===== config.mk =====
export PLATFORM = sky130hd
export DESIGN_NAME = trb_cell
export DESIGN_NICKNAME = d
export VERILOG_FILES = /design/src/rtl/core/trb_pkg.sv /design/src/rtl/core/trb_cell.sv
export SDC_FILE = /design/constraint.sdc
export NUM_CORES = 1
export LEC_CHECK = 0
export BUFFER_PORTS_ARGS = -buffer_cell sky130_fd_sc_hd__buf_2
export CAP_MARGIN = 5
export CORE_AREA = 2 2 210 212
export CTS_CLUSTER_DIAMETER = 50
export DETAILED_ROUTE_END_ITERATION = 16
export DIE_AREA = 0 0 212 214
export RECOVER_POWER = 100
export SYNTH_ARGS = -nofsm -noshare
export SYNTH_HDL_FRONTEND = slang
export SYNTH_SLANG_ARGS = --single-unit

===== constraint.sdc =====
create_clock -name clk -period 11.9 [get_ports clk]
set_input_delay 1.19 -clock clk [delete_from_list [all_inputs] [get_ports clk]]
set_output_delay 1.19 -clock clk [all_outputs]
set_load 0.05 [all_outputs]

===== src/rtl/core/trb_pkg.sv =====
// Types, class codes and serial-order helper for the TCP reorder buffer.
// Used by trb_cell and tcp_segment_reorder_buffer_top.
package trb_pkg;

  localparam logic [2:0] CLS_IGNORE = 3'd0;
  localparam logic [2:0] CLS_SYN    = 3'd1;
  localparam logic [2:0] CLS_ACK    = 3'd2;
  localparam logic [2:0] CLS_RETX   = 3'd3;
  localparam logic [2:0] CLS_FIN    = 3'd4;
  localparam logic [2:0] CLS_RST    = 3'd5;
  localparam logic [2:0] CLS_DATA   = 3'd6;

  typedef struct packed {
    logic [31:0] seq;
    logic [15:0] len;
    logic [2:0]  cls;
    logic [15:0] handle;
    logic [63:0] stamp;
  } entry_t;

  typedef struct packed {
    logic push;
    logic pop;
    logic sorted;
  } cell_ctrl_t;

  function automatic logic seq_after(input logic [31:0] a, input logic [31:0] b);
    logic [31:0] d;
    d = a - b;
    return (d != 32'd0) && !d[31];
  endfunction

endpackage


===== src/rtl/core/trb_cell.sv =====
// One slot of the sorted segment chain: holds an entry and a valid bit.
// Depends on trb_pkg; shifts toward either neighbor on insert or pop.
module trb_cell import trb_pkg::*; (
  input  logic       clk,
  input  logic       rst,
  input  cell_ctrl_t ctrl,
  input  entry_t     new_entry,
  input  entry_t     left_entry,
  input  logic       left_valid,
  input  logic       left_at,
  input  entry_t     right_entry,
  input  logic       right_valid,
  input  logic       prefix_in,
  output logic       prefix_out,
  output logic       at,
  output logic       last_gt,
  output entry_t     entry,
  output logic       valid
);

  logic gt;

  assign gt         = valid && seq_after(entry.seq, new_entry.seq);
  assign prefix_out = prefix_in || gt;
  assign at         = ctrl.sorted ? prefix_out : !valid;
  assign last_gt    = valid && !right_valid && gt;

  always_ff @(posedge clk) begin
    if (rst) begin
      valid <= 1'b0;
    end else if (ctrl.pop) begin
      valid <= right_valid;
    end else if (ctrl.push && at) begin
      valid <= left_at ? left_valid : 1'b1;
    end
  end

  always_ff @(posedge clk) begin
    if (ctrl.pop) begin
      entry <= right_entry;
    end else if (ctrl.push && at) begin
      entry <= left_at ? left_entry : new_entry;
    end
  end

endmodule


# --- After elaboration in Yosys (flattened, before gate mapping) ---
# Cells that the tools add are included.
totals:
  out_inout_bits: 135
  register_bits: 132
  input_bits: 402
  word_cells: 25
op_classes:
  reduce_logical: 11
  n_addsub: 1
  mux: 7
op_table:
  columns: ["op", "n"]
  rows:
  - ["$mux W131", 3]
  - ["$reduce_bool A32 Y1", 1]
  - ["$sub A32 B32 Y32", 1]
  - ["$logic_and A1 B1 Y1", 5]
  - ["$mux W1", 4]
  - ["$logic_not A1 Y1", 3]
  - ["$reduce_bool A2 Y1", 1]
  - ["$logic_or A1 B1 Y1", 1]

# --- Logic depth before layout (Yosys ltp) ---
logic_depth:
  word_depth: 9
  mapped_depth: 13

# --- Worst setup path before layout ---
# Ideal clock, no wire load.
synth_timing:
  kind: "input -> register"
  startpoint: "input port new_entry[99] (netlist bit)"
  endpoint: "register entry[0] (netlist bit) (enable)"
  path_buffers: 0
  t_required_ns: 11.263
  path_slack_ns: 1.914
  t_arrival_ns: 9.349
  setup_ns: 0.637
  path_stages: 12
  cell_sequence: "ha_1 -> fa_1 -> and2b_1 -> o2111ai_4 -> a2111oi_4 -> o21ai_0 -> mux2_2 -> o2111ai_1 -> nor4_1 -> nand4_1 -> o311ai_4 -> o21ai_1"
synth_between:
  elab_chain_len: 8
  elab_cells_between_ends: 9
  classes_between: "1 x add/sub; 1 x mux; 7 x reduce/logical"
synth_rtl:
  columns: ["item", "line_no", "rtl"]
  rows:
  - ["start: declaration", "trb_cell.sv:7", "input entry_t new_entry,"]
  - ["$sub A32 B32 Y32 (*)", "trb_pkg.sv:29", "d = a - b;"]
  - ["$reduce_bool A32 Y1 / $logic_not A1 Y1 (equally long branches)", "trb_pkg.sv:30", "return (d != 32'd0) && !d[31];"]
  - ["$logic_and A1 B1 Y1 (*)", "trb_pkg.sv:30", null]
  - ["$logic_and A1 B1 Y1 (*)", "trb_cell.sv:23", "assign gt = valid && seq_after(entry.seq, new_entry.seq);"]
  - ["$logic_or A1 B1 Y1 (*)", "trb_cell.sv:24", "assign prefix_out = prefix_in || gt;"]
  - ["$mux W1 (*)", "trb_cell.sv:25", "assign at = ctrl.sorted ? prefix_out : !valid;"]
  - ["$logic_and A1 B1 Y1 (*)", "trb_cell.sv:41", "end else if (ctrl.push && at) begin"]
  - ["$reduce_bool A2 Y1 (no line) (*)", null, null]
  - ["end signal: assignment", "trb_cell.sv:40", "entry <= right_entry;"]
  - ["end signal: assignment", "trb_cell.sv:42", "entry <= left_at ? left_entry : new_entry;"]
  - ["end: declaration", "trb_cell.sv:17", "output entry_t entry,"]
# Every way passes the cells marked *; elsewhere a longest branch is shown, timed or not.
# A chain may end at the register's enable or synchronous reset.

# --- Worst setup path after layout ---
layout_timing:
  startpoint: "input port new_entry[99] (netlist bit)"
  endpoint: "register entry[79] (netlist bit) (enable)"
# Same word-level chain as after synthesis.

==> PnR_summary.wiki <==
{| class="wikitable"
! Metric !! Value
|-
| Mean number of vias per cell || 4.39
|-
| Setup repair after global routing missed its margin || no
|-
| Maximum number of buffers from clock root to sink || 2
|-
| Total nets after synthesis || 1324
|-
| Worst endpoint required time || 11900 ps
|-
| Initial standard-cell utilization of the core || 0.203
|-
| DIE WIDTH || 212 µm
|-
| Data arrival, critical path || 8360 ps
|-
| Final non-filler cell total || 2002
|-
| Combined area of all synthesized cells || 0.00871 mm²
|-
| Number of primary I/O pins || 537
|-
| Layout Nets || 1832
|-
| Sink count of the clock tree || 132
|-
| Clock root buffer || clkbuf_16
|-
| Post-Route Skew || 20.0 ps
|-
| Yosys warns || 0
|-
| Die ar. || 0.0454 mm²
|-
| Total negative setup slack || 0 ps
|-
| Total of buffers placed on input and output ports || 536
|-
| Cell type with the largest total area after synthesis || edfxtp_1
|-
| Dominant cells by area after synthesis || edfxtp_1 45%, mux2i_1 16%, o21ai_0 8.6%
|-
| Number of buffers added for setup after CTS || 0
|-
| Proportion of synthesized flip-flops having asynchronous set or reset || 0
|-
| Core Box Area || approximately 0.043 mm²
|-
| Clk_lat worst skew || 490 ps
|-
| Final slew viol count || 225
|-
| Maxcap violations || 5
|-
| Initial antenna violation count || 9
|-
| Capturing element type of the critical path || flip-flop
|-
| Number of H-tree levels || 4
|-
| Average footprint of a synthesized cell || 9.79 µm²
|-
| Total Routed Length || ~35000 µm
|-
| Measured slew at the worst slew-check pin || 5740 ps
|-
| Proportion of layout cells with a drive suffix above 1 || 0.315
|-
| Class of the most critical hold timing path || reg -> reg
|-
| Global-route congestion overflow total || 0
|-
| Number of placed cells counting well taps || 1964
|-
| Synth Register Bits || 132
|-
| Worst hold margin || 832 ps
|-
| Kind of launch point of the worst setup path || input pin
|-
| Static power due to leakage || 0.00564 µW
|-
| Achievable Freq || 0.120 GHz
|-
| Placement Rows || 76
|-
| Clock transition at path regs || 60 ps
|-
| Most common library cell in the layout ignoring fill and taps || buf_2
|-
| Hold Path Origin || valid$_SDFFE_PP0P_
|-
| Most frequent cells in the layout || 399 x buf_2, 165 x nand2_1, 150 x o21ai_0, 139 x clkbuf_1, 135 x mux2i_1
|-
| Number of DRC violations after detailed routing || 0
|-
| Number of buffers added to fix hold violations after cts || 0
|-
| Placer's final routability congestion estimate || just over 0.9
|-
| Vias in the first global route || 8968
|-
| TritonCTS clock tree || done
|-
| First-pass GRT wire length || between 50000 and 60000 µm
|-
| Die H || between 200 and 250 µm
|-
| Crit path kind || in -> reg
|-
| Worst hold path endpoint || valid$_SDFFE_PP0P_
|-
| Violations in the final reports || max-capacitance violations, max-slew violations
|-
| Mapped Cells || 890
|-
| Estimated wirelength of the detail-placed design || 28400 µm
|-
| Share of the synthesized area in the top cell type || 0.452
|-
| Pin count of the biggest net entering global routing || 80
|-
| Area overhead of the layout relative to synthesis || 42.4%
|-
| Run status || complete, but fails checks
|-
| CP Max Fanout || 66
|-
| RR Startpoint || entry[99]$_DFFE_PP_
|-
| Commonest register cell after synthesis || edfxtp_1
|-
| Cells on Worst Hold Path || 5
|-
| Reg2Reg Setup Slack || between 3000 and 4000 ps
|-
| Share of the yosys chip area belonging to registers || 0.454
|-
| Post-synth EDFFs || 131
|-
| R2R depth || 14
|-
| Period minus WS final || between 8000 and 9000 ps
|-
| Antenna violation net count after detailed routing || 0
|-
| Total setup violations reported at the end of the flow || 0
|-
| Number of iterations in the first detailed-routing pass || 5
|-
| Netlist cell types || 61
|-
| VDD IR-drop max || 0.0677 mV
|-
| R2r endpoint || entry[79]$_DFFE_PP_
|-
| Quantity of gates resized following cts || 0
|-
| Total via count in the routed design || 8791
|-
| GRT Util Overall || 0.152
|-
| Drt wl/cell || 17.4 µm
|-
| Hold Violations, Final || 0
|-
| Fin crit share || 0.703
|-
| Power density over the cells || 140 mW/mm²
|-
| Number of design-rule violations left by the first detailed-router iteration || 421
|-
| Slew HR || -2.83
|-
| Clock buffer count from CTS || 17
|}
-- critical path, stage by stage --
cell	delay, ps
buf_2	120
ha_1	220
fa_1	400
and2b_1	290
o2111ai_4	150
a2111oi_0	1350
o21ai_0	300
mux2_2	340
o2111ai_1	110
nor4_1	80
nand4_1	140
o311ai_0	450
o21ai_4	340
clkbuf_1	2780
-- logic make-up after synthesis --
logic type,Yosys count,synth area share
and+or+nand+nor,240,0.121
xor gates and xnor gates,18,0.0181
adders and majority gates,32,0.0468
buffers and inverters,90,0.0392
AOI/OAI and AO/OA,242,0.165
DFF,132,0.454
muxes,136,0.156
-- stage by stage --
step / total power (µW) / setup WS [ps] / utilization / cell area [µm²]
5_1_grt: 1810 / 2950 / 0.289 / 12400
6_report: 1730 / 3540 / 0.289 / 12400
4_1_cts: 1760 / 5770 / 0.294 / 12600
2_1_floorplan: 985 / 1910 / - / 8710
3_3_place_gp: 1170 / 5830 / 0.280 / 12000
3_5_place_dp: 1170 / 5770 / 0.280 / 12000
-- sequential cells by signal, summed over array words and instances, names as in the netlist --
name,cells
entry,131
valid,1
-- where the power goes --
group | switching, µW | internal [µW] | total (µW) | leakage (µW)
Combinational | 388 | 169 | 557 | 0.00399
Sequential | 20.5 | 576 | 597 | 0.00135
Clock | 244 | 336 | 580 | 0.000303
-- how the worst max path moves through the flow --
| stage | cells after the start | start | endpoint | slack, ps |
|---|---|---|---|---|
| 2_1_floorplan | 12 | new_entry[99] | entry[0]$_DFFE_PP_ | 1910 |
| 3_3_place_gp | 14 | new_entry[99] | prefix_out | 5830 |
| 3_5_place_dp | 14 | new_entry[99] | prefix_out | 5770 |
| 4_1_cts | 14 | new_entry[99] | prefix_out | 5770 |
| 5_1_grt | 14 | new_entry[99] | entry[125]$_DFFE_PP_ | 2950 |
| 6_report | 14 | new_entry[99] | entry[79]$_DFFE_PP_ | 3540 |
-- synthesized netlist by cell type, drive strengths merged (3+ instances only) --
| master | instances |
|---|---|
| or3 | 3 |
| nor4 | 3 |
| nand3 | 3 |
| a21oi | 38 |
| xor2 | 10 |
| o21ai | 152 |
| a21o | 11 |
| mux2i | 135 |
| edfxtp | 131 |
| nor3 | 6 |
| o21bai | 3 |
| nor2 | 26 |
| nand4 | 10 |
| a211o | 3 |
| a211oi | 5 |
| buf | 15 |
| o21a | 3 |
| nand2 | 165 |
| a31oi | 4 |
| xnor2 | 8 |
| ha | 31 |
| inv | 37 |
| a21boi | 5 |
| o2111ai | 4 |
| nor2b | 7 |
| clkbuf | 38 |
| a311oi | 3 |
-- cell type report --
cell class	count	area, µm²
fillers	4659	30500
multi-input cells	668	4390
flip-flops and latches	132	3950
repair buffers	542	2560
well taps	585	732
clock buffers	18	429
clock inverters	14	191
inverters	37	139
diodes	6	15.0
-- per-layer routing --
layer / global-route usage / vias up / routed length [µm] / share of wire
met3: 0.0406 / 57 / 1980 / 0.057
met1: 0.175 / 4123 / 14300 / 0.41
li1: - / 4280 / - / -
met2: 0.263 / 329 / 17800 / 0.51
met4: 0.0667 / 2 / 868 / 0.025
met5: 0 / - / 13 / 0.00037
No activity file was read; power rests on OpenSTA's default activity.
